[src/hw/rtl/mm4_pkg.sv]
// mm4_pkg: shared constants, command codes, sequencer state and pipeline tag
// for the 4x4 fixed-point matrix multiplier. No dependencies.
package mm4_pkg;

	localparam int DIM       = 4;
	localparam int FRAC_BITS = 16;
	localparam int DATA_W    = 32;
	localparam int IDX_W     = $clog2(DIM);
	localparam int ADDR_W    = $clog2(DIM * DIM);
	localparam int PROD_W    = 2 * DATA_W;
	localparam int ACC_W     = PROD_W + IDX_W;
	localparam int CMD_W     = 2;
	localparam int POS_W     = 2;

	localparam logic [CMD_W-1:0] CMD_WRITE_LEFT  = 2'd0;
	localparam logic [CMD_W-1:0] CMD_WRITE_RIGHT = 2'd1;
	localparam logic [CMD_W-1:0] CMD_COMPUTE     = 2'd2;

	localparam logic [IDX_W-1:0] IDX_LAST = IDX_W'(DIM - 1);

	// saturation bounds at accumulator width
	localparam logic signed [ACC_W-1:0] SAT_MAX =
		{{(ACC_W - DATA_W + 1){1'b0}}, {(DATA_W - 1){1'b1}}};
	localparam logic signed [ACC_W-1:0] SAT_MIN =
		{{(ACC_W - DATA_W + 1){1'b1}}, {(DATA_W - 1){1'b0}}};

	typedef enum logic [1:0] {
		ST_IDLE,
		ST_RUN,
		ST_DRAIN
	} seq_state_t;

	// tag that travels with each multiply-accumulate step
	typedef struct packed {
		logic             vld;
		logic             first;
		logic             lastk;
		logic             fin;
		logic [IDX_W-1:0] r;
		logic [IDX_W-1:0] c;
	} tag_t;

	// arithmetic shift by the fraction width, then clamp to 32 bits
	function automatic logic signed [DATA_W-1:0] shift_sat(input logic signed [ACC_W-1:0] acc);
		logic signed [ACC_W-1:0] sh;
		sh = acc >>> FRAC_BITS;
		if (sh > SAT_MAX) begin
			shift_sat = SAT_MAX[DATA_W-1:0];
		end else if (sh < SAT_MIN) begin
			shift_sat = SAT_MIN[DATA_W-1:0];
		end else begin
			shift_sat = sh[DATA_W-1:0];
		end
	endfunction

endpackage

[src/hw/rtl/mm4_store.sv]
// mm4_store: one matrix store, synchronous memory with a registered read.
// Per-entry valid bits make unwritten entries read as zero. Uses mm4_pkg.
module mm4_store (
	input  logic                           clk,
	input  logic                           arst_n,
	input  logic                           we,
	input  logic [mm4_pkg::ADDR_W-1:0]     waddr,
	input  logic [mm4_pkg::DATA_W-1:0]     wdata,
	input  logic [mm4_pkg::ADDR_W-1:0]     raddr,
	output logic [mm4_pkg::DATA_W-1:0]     rdata
);

	logic [mm4_pkg::DATA_W-1:0] mem [mm4_pkg::DIM * mm4_pkg::DIM];
	logic [mm4_pkg::DIM * mm4_pkg::DIM - 1:0] vld_q;
	logic [mm4_pkg::DATA_W-1:0] rd_q;
	logic                       rd_vld_q;

	// storage array, no reset
	always_ff @(posedge clk) begin
		if (we) begin
			mem[waddr] <= wdata;
		end
		rd_q <= mem[raddr];
	end

	// written flags, cleared by reset
	always_ff @(posedge clk or negedge arst_n) begin
		if (!arst_n) begin
			vld_q    <= '0;
			rd_vld_q <= 1'b0;
		end else begin
			if (we) begin
				vld_q[waddr] <= 1'b1;
			end
			rd_vld_q <= vld_q[raddr];
		end
	end

	assign rdata = rd_vld_q ? rd_q : '0;

endmodule

[src/hw/rtl/mm4_ctrl.sv]
// mm4_ctrl: compute sequencer. Walks row, column and inner index, drives the
// store read addresses and issues the step tag. Uses mm4_pkg.
module mm4_ctrl (
	input  logic                        clk,
	input  logic                        arst_n,
	input  logic                        go,
	input  logic                        fin_done,
	output logic                        busy,
	output logic [mm4_pkg::ADDR_W-1:0]  raddr_l,
	output logic [mm4_pkg::ADDR_W-1:0]  raddr_r,
	output mm4_pkg::tag_t               tag_s1
);

	mm4_pkg::seq_state_t state_q, state_d;
	logic [mm4_pkg::IDX_W-1:0] r_q, c_q, k_q;
	logic issue;
	logic issue_last;

	assign issue_last = (r_q == mm4_pkg::IDX_LAST) && (c_q == mm4_pkg::IDX_LAST) &&
		(k_q == mm4_pkg::IDX_LAST);

	// next state
	always_comb begin
		state_d = state_q;
		case (state_q)
			mm4_pkg::ST_IDLE: begin
				if (go) begin
					state_d = mm4_pkg::ST_RUN;
				end
			end
			mm4_pkg::ST_RUN: begin
				if (issue_last) begin
					state_d = mm4_pkg::ST_DRAIN;
				end
			end
			mm4_pkg::ST_DRAIN: begin
				if (fin_done) begin
					state_d = mm4_pkg::ST_IDLE;
				end
			end
			default: state_d = mm4_pkg::ST_IDLE;
		endcase
	end

	// state outputs
	always_comb begin
		issue = 1'b0;
		busy  = 1'b1;
		case (state_q)
			mm4_pkg::ST_IDLE:  busy  = 1'b0;
			mm4_pkg::ST_RUN:   issue = 1'b1;
			mm4_pkg::ST_DRAIN: issue = 1'b0;
			default:           busy  = 1'b0;
		endcase
	end

	always_ff @(posedge clk or negedge arst_n) begin
		if (!arst_n) begin
			state_q <= mm4_pkg::ST_IDLE;
		end else begin
			state_q <= state_d;
		end
	end

	// index counters: k innermost, then column, then row
	always_ff @(posedge clk or negedge arst_n) begin
		if (!arst_n) begin
			r_q <= '0;
			c_q <= '0;
			k_q <= '0;
		end else if (issue) begin
			if (k_q == mm4_pkg::IDX_LAST) begin
				k_q <= '0;
				if (c_q == mm4_pkg::IDX_LAST) begin
					c_q <= '0;
					r_q <= (r_q == mm4_pkg::IDX_LAST) ? '0 : r_q + 1'b1;
				end else begin
					c_q <= c_q + 1'b1;
				end
			end else begin
				k_q <= k_q + 1'b1;
			end
		end
	end

	// left[r][k] and right[k][c]
	assign raddr_l = mm4_pkg::ADDR_W'(int'(r_q) * mm4_pkg::DIM + int'(k_q));
	assign raddr_r = mm4_pkg::ADDR_W'(int'(k_q) * mm4_pkg::DIM + int'(c_q));

	// tag lines up with the registered read data
	always_ff @(posedge clk or negedge arst_n) begin
		if (!arst_n) begin
			tag_s1 <= '0;
		end else begin
			tag_s1.vld   <= issue;
			tag_s1.first <= (k_q == '0);
			tag_s1.lastk <= (k_q == mm4_pkg::IDX_LAST);
			tag_s1.fin   <= (r_q == mm4_pkg::IDX_LAST) && (c_q == mm4_pkg::IDX_LAST);
			tag_s1.r     <= r_q;
			tag_s1.c     <= c_q;
		end
	end

endmodule

[src/hw/rtl/mm4_mac.sv]
// mm4_mac: multiply, accumulate, shift-and-saturate and result register.
// Takes store read data aligned with the step tag. Uses mm4_pkg.
module mm4_mac (
	input  logic                              clk,
	input  logic                              arst_n,
	input  logic [mm4_pkg::DATA_W-1:0]        a,
	input  logic [mm4_pkg::DATA_W-1:0]        b,
	input  mm4_pkg::tag_t                     tag_s1,
	output logic                              fin_done,
	output logic                              valid,
	output logic [mm4_pkg::POS_W-1:0]         out_row,
	output logic [mm4_pkg::POS_W-1:0]         out_col,
	output logic signed [mm4_pkg::DATA_W-1:0] product,
	output logic                              last
);

	logic signed [mm4_pkg::PROD_W-1:0] prod_s2;
	logic signed [mm4_pkg::ACC_W-1:0]  prod_ext;
	logic signed [mm4_pkg::ACC_W-1:0]  acc_s3;
	mm4_pkg::tag_t tag_s2, tag_s3;
	logic emit;

	// tag pipeline
	always_ff @(posedge clk or negedge arst_n) begin
		if (!arst_n) begin
			tag_s2 <= '0;
			tag_s3 <= '0;
		end else begin
			tag_s2 <= tag_s1;
			tag_s3 <= tag_s2;
		end
	end

	// full-width signed product
	always_ff @(posedge clk) begin
		prod_s2 <= $signed(a) * $signed(b);
	end

	assign prod_ext = mm4_pkg::ACC_W'(prod_s2);

	// accumulator restarts on the first inner step
	always_ff @(posedge clk) begin
		if (tag_s2.vld) begin
			acc_s3 <= tag_s2.first ? prod_ext : acc_s3 + prod_ext;
		end
	end

	assign emit     = tag_s3.vld && tag_s3.lastk;
	assign fin_done = emit && tag_s3.fin;

	// result strobe
	always_ff @(posedge clk or negedge arst_n) begin
		if (!arst_n) begin
			valid <= 1'b0;
		end else begin
			valid <= emit;
		end
	end

	// result payload
	always_ff @(posedge clk) begin
		if (emit) begin
			out_row <= mm4_pkg::POS_W'(tag_s3.r);
			out_col <= mm4_pkg::POS_W'(tag_s3.c);
			product <= mm4_pkg::shift_sat(acc_s3);
			last    <= tag_s3.fin;
		end
	end

endmodule

[src/hw/rtl/matrix_multiply_4x4.sv]
// matrix_multiply_4x4: top level, two element stores, sequencer and MAC.
// Depends on mm4_pkg, mm4_store, mm4_ctrl, mm4_mac.
//
// Element writes (left or right) leave busy low, so one can follow every
// cycle. A compute item holds busy high until the final result: one shared
// multiplier and one read port per store give one multiply-accumulate per
// cycle, 64 in all, passed through the store read, product and accumulator
// registers. The 16 results appear one at a time, the last (flagged by
// last) in the first cycle busy is low again. Each result shows on the
// ports for one cycle only, marked by valid; the receiver must take it then,
// as nothing holds it.
module matrix_multiply_4x4 (
	input  logic                              clk,
	input  logic                              arst_n,
	input  logic                              start,
	output logic                              busy,
	input  logic [mm4_pkg::CMD_W-1:0]         command,
	input  logic [mm4_pkg::POS_W-1:0]         row,
	input  logic [mm4_pkg::POS_W-1:0]         col,
	input  logic signed [mm4_pkg::DATA_W-1:0] value,
	output logic                              valid,
	output logic [mm4_pkg::POS_W-1:0]         out_row,
	output logic [mm4_pkg::POS_W-1:0]         out_col,
	output logic signed [mm4_pkg::DATA_W-1:0] product,
	output logic                              last
);

	logic accept;
	logic addr_ok;
	logic we_l, we_r;
	logic go;
	logic fin_done;
	logic [mm4_pkg::ADDR_W-1:0] waddr;
	logic [mm4_pkg::ADDR_W-1:0] raddr_l, raddr_r;
	logic [mm4_pkg::DATA_W-1:0] rdata_l, rdata_r;
	mm4_pkg::tag_t tag_s1;

	// command decode
	assign accept  = start && !busy;
	assign addr_ok = (int'(row) < mm4_pkg::DIM) && (int'(col) < mm4_pkg::DIM);
	assign waddr   = mm4_pkg::ADDR_W'(int'(row) * mm4_pkg::DIM + int'(col));
	assign we_l    = accept && addr_ok && (command == mm4_pkg::CMD_WRITE_LEFT);
	assign we_r    = accept && addr_ok && (command == mm4_pkg::CMD_WRITE_RIGHT);
	assign go      = accept && (command == mm4_pkg::CMD_COMPUTE);

	mm4_store u_left (
		.clk   (clk),
		.arst_n(arst_n),
		.we    (we_l),
		.waddr (waddr),
		.wdata (value),
		.raddr (raddr_l),
		.rdata (rdata_l)
	);

	mm4_store u_right (
		.clk   (clk),
		.arst_n(arst_n),
		.we    (we_r),
		.waddr (waddr),
		.wdata (value),
		.raddr (raddr_r),
		.rdata (rdata_r)
	);

	mm4_ctrl u_ctrl (
		.clk     (clk),
		.arst_n  (arst_n),
		.go      (go),
		.fin_done(fin_done),
		.busy    (busy),
		.raddr_l (raddr_l),
		.raddr_r (raddr_r),
		.tag_s1  (tag_s1)
	);

	mm4_mac u_mac (
		.clk     (clk),
		.arst_n  (arst_n),
		.a       (rdata_l),
		.b       (rdata_r),
		.tag_s1  (tag_s1),
		.fin_done(fin_done),
		.valid   (valid),
		.out_row (out_row),
		.out_col (out_col),
		.product (product),
		.last    (last)
	);

	// a result strobe is never followed directly by another
	a_spacing: assert property (@(posedge clk) disable iff (!arst_n)
		valid |=> !valid)
		else $error("result strobes too close together");

	// a compute item raises busy
	a_go_busy: assert property (@(posedge clk) disable iff (!arst_n)
		go |=> busy)
		else $error("busy not raised after compute item");

	// every result but the final one arrives while still busy
	a_mid_busy: assert property (@(posedge clk) disable iff (!arst_n)
		(valid && !last) |-> busy)
		else $error("intermediate result while idle");

	// the final result ends the run
	a_last_idle: assert property (@(posedge clk) disable iff (!arst_n)
		(valid && last) |-> (!busy && out_row == mm4_pkg::POS_W'(mm4_pkg::DIM - 1) &&
		out_col == mm4_pkg::POS_W'(mm4_pkg::DIM - 1)))
		else $error("final result misplaced");

	// no write lands in a store during a compute run
	a_no_write_busy: assert property (@(posedge clk) disable iff (!arst_n)
		busy |-> !(we_l || we_r))
		else $error("store written while computing");

endmodule
[config.mk]
export PLATFORM = sky130hd
export DESIGN_NAME = matrix_multiply_4x4
export DESIGN_NICKNAME = d
export VERILOG_FILES = /design/src/hw/rtl/mm4_pkg.sv /design/src/hw/rtl/mm4_store.sv /design/src/hw/rtl/mm4_ctrl.sv /design/src/hw/rtl/mm4_mac.sv /design/src/hw/rtl/matrix_multiply_4x4.sv
export SDC_FILE = /design/constraint.sdc
export NUM_CORES = 2
export LEC_CHECK = 0
export ABC_AREA = 1
export BUFFER_PORTS_ARGS = -buffer_cell sky130_fd_sc_hd__buf_4
export CAP_MARGIN = 20
export CORE_MARGIN = 1
export CORE_UTILIZATION = 45
export DETAILED_ROUTE_END_ITERATION = 8
export PLACE_DENSITY_LB_ADDON = 0.12
export SYNTH_ARGS = -nofsm -noshare
export SYNTH_HDL_FRONTEND = slang
export SYNTH_SLANG_ARGS = --single-unit
[constraint.sdc]
create_clock -name clk -period 8.3 [get_ports clk]
set_input_delay 0.415 -clock clk [delete_from_list [all_inputs] [get_ports clk]]
set_output_delay 0.415 -clock clk [all_outputs]
set_load 0.01 [all_outputs]
# --- Yosys cells after proc, flatten, opt, wreduce, memory -nomap -nowiden ---
# Memories as Yosys holds them, arrays and structs flattened. A register that Yosys moved wholly into a read port is not among the register bits.
# Index checks and enable logic that the tools add are counted.
op_classes:
  bitwise_logic: 2
  n_addsub: 7
  n_reduce_logical: 17
  multipliers: 1
  order_cmp: 6
  n_eq_ne: 10
  n_mux: 23
ops:
  columns: ["operator", "count"]
  rows:
  - ["two-way mux 32 bit", 3]
  - ["adder 66 x 64 -> 66 bit", 1]
  - ["two-way mux 66 bit", 1]
  - ["multiplier 32 x 32 -> 64 bit", 1]
  - ["greater-than comparator 50 x 32 -> 1 bit (second input constant)", 1]
  - ["< comparator 50 x 32 -> 1 bit (second input constant)", 1]
  - ["bitwise OR 16 bit", 2]
  - ["< comparator 4 x 5 -> 1 bit (second input constant)", 3]
  - ["adder 4 x 2 -> 4 bit", 3]
  - ["two-way mux 2 bit", 6]
  - ["== test 2 bit (second input constant)", 5]
  - ["logical AND 1 bit", 9]
  - ["two-way mux 1 bit", 9]
  - ["binary-select mux 1 bit (select 4 bit)", 2]
  - ["adder 2 x 1 -> 2 bit (second input constant)", 3]
  - ["zero test 2 bit", 3]
  - ["one-hot mux 2 bit (3 select lines)", 1]
  - ["AND reduction 3 bit", 2]
  - ["demux 1 bit (select 4 bit)", 1]
  - ["== test 2 x 1 -> 1 bit (second input constant)", 2]
  - [">= comparator 4 x 1 -> 1 bit (second input constant)", 1]
  - ["!= test 2 bit (second input constant)", 2]
  - ["!= test 2 x 1 -> 1 bit (second input constant)", 1]
  - ["AND reduction 2 bit", 1]
  - ["other kinds (2)", 2]
totals:
  n_memories: 2
  wordCells: 100
  output_inout_bits: 39
  inputBits: 41
  regBits: 233
  mem_bits_rw: 1024
memory_table:
  columns: ["memory", "words", "word_bits", "rd", "rd_ports_with_merged_regs", "write_ports", "line_no", "text"]
  rows:
  - ["u_left.mem", 16, 32, 1, 1, 1, "mm4_store.sv:13", "logic [mm4_pkg::DATA_W-1:0] mem [mm4_pkg::DIM * mm4_pkg::DIM];"]
  - ["u_right.mem", 16, 32, 1, 1, 1, "mm4_store.sv:13", null]

# --- Depth between registers and ports, before layout ---
logic_depth:
  word_depth: 8
  depth_mapped: 36
  mapped_depth_nobuf: 33

# --- Hierarchy ---
# A second synthesis with hierarchy kept.
unflattened:
  cells_unflattened: 10941
  area_unflattened_um2: 96968.0
by_module_without_submodules:
  columns: ["mod", "seq_area_each_um2", "area_each_um2", "cells_each", "instances"]
  rows:
  - ["mm4_mac", 4774.6, 49208.4, 6321, 1]
  - ["mm4_store (u_right)", 16440.8, 23522.6, 2272, 1]
  - ["mm4_store (u_left)", 16440.8, 23503.8, 2272, 1]
  - ["mm4_ctrl", 400.4, 693.2, 66, 1]
  - ["matrix_multiply_4x4", 0.0, 40.0, 10, 1]

# --- Least setup slack after synthesis ---
# OpenSTA, ideal clock, no wires.
synth_timing:
  path_type: "reg-to-reg"
  from: "register u_left.rd_vld_q"
  to: "register u_mac.prod_s2[54] (netlist bit)"
  stages_incl_launch_ff: 28
  setup_ns: 0.072
  synth_period_minus_slack_ns: 7.677
  setup_slack_ns: 0.623
  required_time_ns: 8.228
  n_path_buf: 3
  t_arrival_ns: 7.605
  cell_sequence: "dfrtp_1 clkbuf_1 buf_2 nand2_1 clkbuf_1 nor2_1 fa_1 fa_1 fa_1 fa_1 inv_1 fa_1 inv_1 fa_1 inv_1 fa_1 inv_1 fa_1 ha_1 nand2_1 nor2_1 inv_1 nor2_2 inv_2 nor4_1 nand2_1 nand3_1 xor2_1"
synth_between:
  elab_chain_cells: 2
synth_lines:
  columns: ["element", "line_no", "text"]
  rows:
  - ["start, declared", "mm4_store.sv:16", "logic rd_vld_q;"]
  - ["start signal, assigned", "mm4_store.sv:35", "rd_vld_q <= vld_q[raddr];"]
  - ["two-way mux 32 bit", "mm4_store.sv:39", "assign rdata = rd_vld_q ? rd_q : '0;"]
  - ["multiplier 32 x 32 -> 64 bit", "mm4_mac.sv:36", "prod_s2 <= $signed(a) * $signed(b);"]
  - ["end signal, assigned", "mm4_mac.sv:36", null]
  - ["end, declared", "mm4_mac.sv:17", "logic signed [mm4_pkg::PROD_W-1:0] prod_s2;"]
# Every way passes these cells.
# A chain may end at the register's enable or synchronous reset.

# --- Worst setup path after layout ---
layout_timing:
  from: "register u_right.rd_vld_q"
  to: "register u_mac.prod_s2[53] (netlist bit)"
layout_between:
  elab_chain_cells: 2
layout_lines:
  columns: ["element", "line_no"]
  rows:
  - ["start, declared", "mm4_store.sv:16"]
  - ["start signal, assigned", "mm4_store.sv:35"]
  - ["two-way mux 32 bit", "mm4_store.sv:39"]
  - ["multiplier 32 x 32 -> 64 bit", "mm4_mac.sv:36"]
# Every way passes these cells.

==> metrics.cfg <==
[drt]
drt_pre_antenna_iters=6
drc=0
routed-via-count=65500
drt-total-wl_um=313000
initialDrtViolationCount=6384
viasPerCell=5.58
ant_nets=0
post_drt_wl_per_cell_um=26.6

[logic_synthesis]
syn-cell-area_sq_mm=0.0902
synth_seq_cells=1321
synth_top_family_by_area=adder cells
ys_seq_area_frac=0.422
syn_avg_cell_area_sq_um=10.2
ys.flop_type=edfxtp_1
yosys.area_share.simple=0.136
syn_inst=8879
synthArstFlopShare=0.0500
synth-xor-area-share=0.00747
synth-edff-count=1127
synth.area.mux_share=0
syn_nets=10300
synth_compound_area_frac=0.0847
synth-warning-count=0
synth_fa_ha_area_frac=0.276
yosysUniqueCellTypes=53

[sta]
fmax_ghz=0.121
slew_viol_final=0
fin_worst_skew_ns=0.0767
final-setup-viol-count=0
fin_crit_ns=8.23
hold_viol_final=0
rsz0062_at_grt=no
slew_headroom=0.211
tightest_slew_ns=1.18
period_share=0.992

[clock_tree]
cts-root-buf=clkbuf_16
clock_latency_ns=0.83
cts_made_buffers=145
cts.sinks=1321
cts.path.max_buffers=3
cts_tree=yes
clk_pin_slew_worst_paths_ns=0.06
cts_max_level=4

[die]
fp.coreArea_sq_mm=0.199
die_h_um=450
ios=80
rows=164
start_util=0.452
dieArea_sq_mm=0.202
die_w_um=450

[finish]
final_cell_mix=nor2_1 (1353), nand2_1 (1330), inv_1 (1320)
area_growth_syn_to_layout_pct=10.9
layout.nets=10300
layout.cells.non_filler=11700
layout_commonest_cell=nor2_1
layout-drive-gt1-share=0.0732

[grt]
grt_overflow_total=0
grt_pass1_wl_um=454000
grt_antenna_before_repair=11
track_usage=0.308
grt_max_degree=174
grt_pass1_vias=66000

[placed_design]
gp_congestion=1.01
portBuffers=79
dp_hpwl_um=225000
dp.cells=11400

[worst_setup_path]
crit_fanout=29
crit_top_cell=fa_1
worstSetupPathType=reg2reg
arrival_ns=8.89
endpoint_kind=register
max_stage_delay_ns=0.64
slowest_stage=o21ai_0
crit_required_ns=8.96
critPathLaunchType=register

[outcome]
outcome=finished, final reports clean

[job]
maxCapViolations=0

[min_path]
hp-class=in2reg

==> timing repair <==
item	CTS	global route
hold buffers	27	0
pin swaps	0	0
cloned	0	0
endpoints found under the setup margin	4	14
setup buffers	0	5
resized for setup	5	23
endpoints found under the hold margin	520	0
==> worst paths after layout <==
path,start,cells past startpoint,to,slack [ns]
setup / recovery,u_right.rd_vld_q,26,u_mac.prod_s2[53],0.07
hold / removal,value[24],1,u_right.mem[1][24],0.06
setup reg to reg,u_right.rd_vld_q,26,u_mac.prod_s2[53],0.07
hold reg to reg,u_ctrl.tag_s1[3],0,u_mac.tag_s2[3],0.31
max in group asynchronous,arst_n,3,u_mac.tag_s2[7],6.98
min in group asynchronous,arst_n,2,u_ctrl.tag_s1[3],0.07
==> metrics by stage <==
step                      area [sq um]  setup TNS, ns  hold slack [ns]  utilization  setup WS [ns]
after floorplan                  90200              0            0.119            -          0.623
after global placement           94800          -1.90            0.318        0.475         -0.393
after detailed placement         94800         -0.657            0.320        0.475         -0.319
after CTS                        99900              0          0.00234        0.501         0.0358
after global routing            100000              0           0.0299        0.502        0.00489
final                           100000              0           0.0636        0.502         0.0673
==> area by class of cell <==
type                            count  area [sq um]
Fill cell                       18400         99400
Multi-Input combinational cell   5788         45800
Sequential cell                  1321         38100
Inverter                         1373          5220
Clock buffer                      195          3890
Tap cell                         2656          3320
Timing Repair Buffer              328          2800
Clock inverter                     72           977
Antenna cell                        9          22.5
==> synth_stat cells, types with 3 or more instances <==
library cell / number / share of area
clkbuf_1: 306 / 0.013
ha_1: 256 / 0.035
o31ai_1: 5 / 0.00042
dfxtp_1: 128 / 0.028
nor2_4: 3 / 0.00037
inv_2: 18 / 0.00075
nand4_1: 28 / 0.0019
nand2_2: 13 / 0.00090
o22ai_1: 75 / 0.0052
xnor2_1: 26 / 0.0025
o21ai_0: 658 / 0.036
o221ai_1: 181 / 0.018
o21bai_1: 25 / 0.0021
nand3_2: 6 / 0.00067
clkinv_1: 23 / 0.00096
o211ai_1: 76 / 0.0063
nor3_1: 16 / 0.00089
or2_1: 5 / 0.00035
nor4_1: 13 / 0.00090
or2_2: 23 / 0.0016
fa_1: 1083 / 0.24
inv_1: 1332 / 0.055
buf_2: 61 / 0.0034
a21oi_1: 231 / 0.013
edfxtp_1: 1127 / 0.37
a21boi_0: 8 / 0.00067
buf_1: 29 / 0.0012
nor2_1: 1386 / 0.058
a21o_1: 9 / 0.00075
dfrtp_1: 66 / 0.018
a31oi_1: 7 / 0.00049
nand2_1: 1337 / 0.056
o21ai_1: 9 / 0.00050
nand3_1: 198 / 0.011
xor2_1: 51 / 0.0049
nor2_2: 15 / 0.0010
o21a_1: 5 / 0.00042
nand3b_1: 21 / 0.0017
==> logic make-up (layout without fill, tap and decap cells) <==
kind of cell / count (synthesis) / count (layout)
DFF: 1321 / 1321
xor gates and xnor gates: 77 / 77
adders and majority gates: 1339 / 1339
other: 0 / 9
AOI/OAI and AO/OA: 1299 / 1299
buffers and inverters: 1770 / 1968
and+or+nand+nor: 3073 / 3073
==> critical path, delay by kind of cell (launching register included) <==
family                     cells  cell delay (ns)
AOI/OAI and AO/OA              1             0.64
adders and majority gates      9             4.41
buffers and inverters          8             1.36
DFF                            1             0.45
and+or+nand+nor                8             1.24
==> sequential cells by signal (all words and copies together), names as in the netlist <==
register          cells
u_mac.tag_s3          7
u_left.mem          512
u_left.rd_vld_q       1
u_left.vld_q         16
u_left.rd_q          32
u_right.rd_vld_q      1
u_ctrl.c_q            2
u_mac.tag_s2          8
u_mac.last            1
u_right.mem         512
u_mac.out_col         2
u_mac.valid           1
u_ctrl.k_q            2
u_right.vld_q        16
u_mac.out_row         2
u_ctrl.r_q            2
u_ctrl.tag_s1         8
u_mac.product        32
u_mac.prod_s2        64
u_ctrl.state_q        2
u_mac.acc_s3         66
u_right.rd_q         32
==> routing by layer <==
layer | vias to the layer above | track usage | wire, um
li1 | 28800 | - | -
met1 | 33500 | 0.425 | 131000
met2 | 2615 | 0.493 | 146000
met3 | 505 | 0.0478 | 23100
met4 | 6 | 0.110 | 11800
met5 | - | 0 | 45
Power is left out: the tool's default activity adds up to more than one toggle a clock period on the data nets, which glitch-free logic cannot reach.
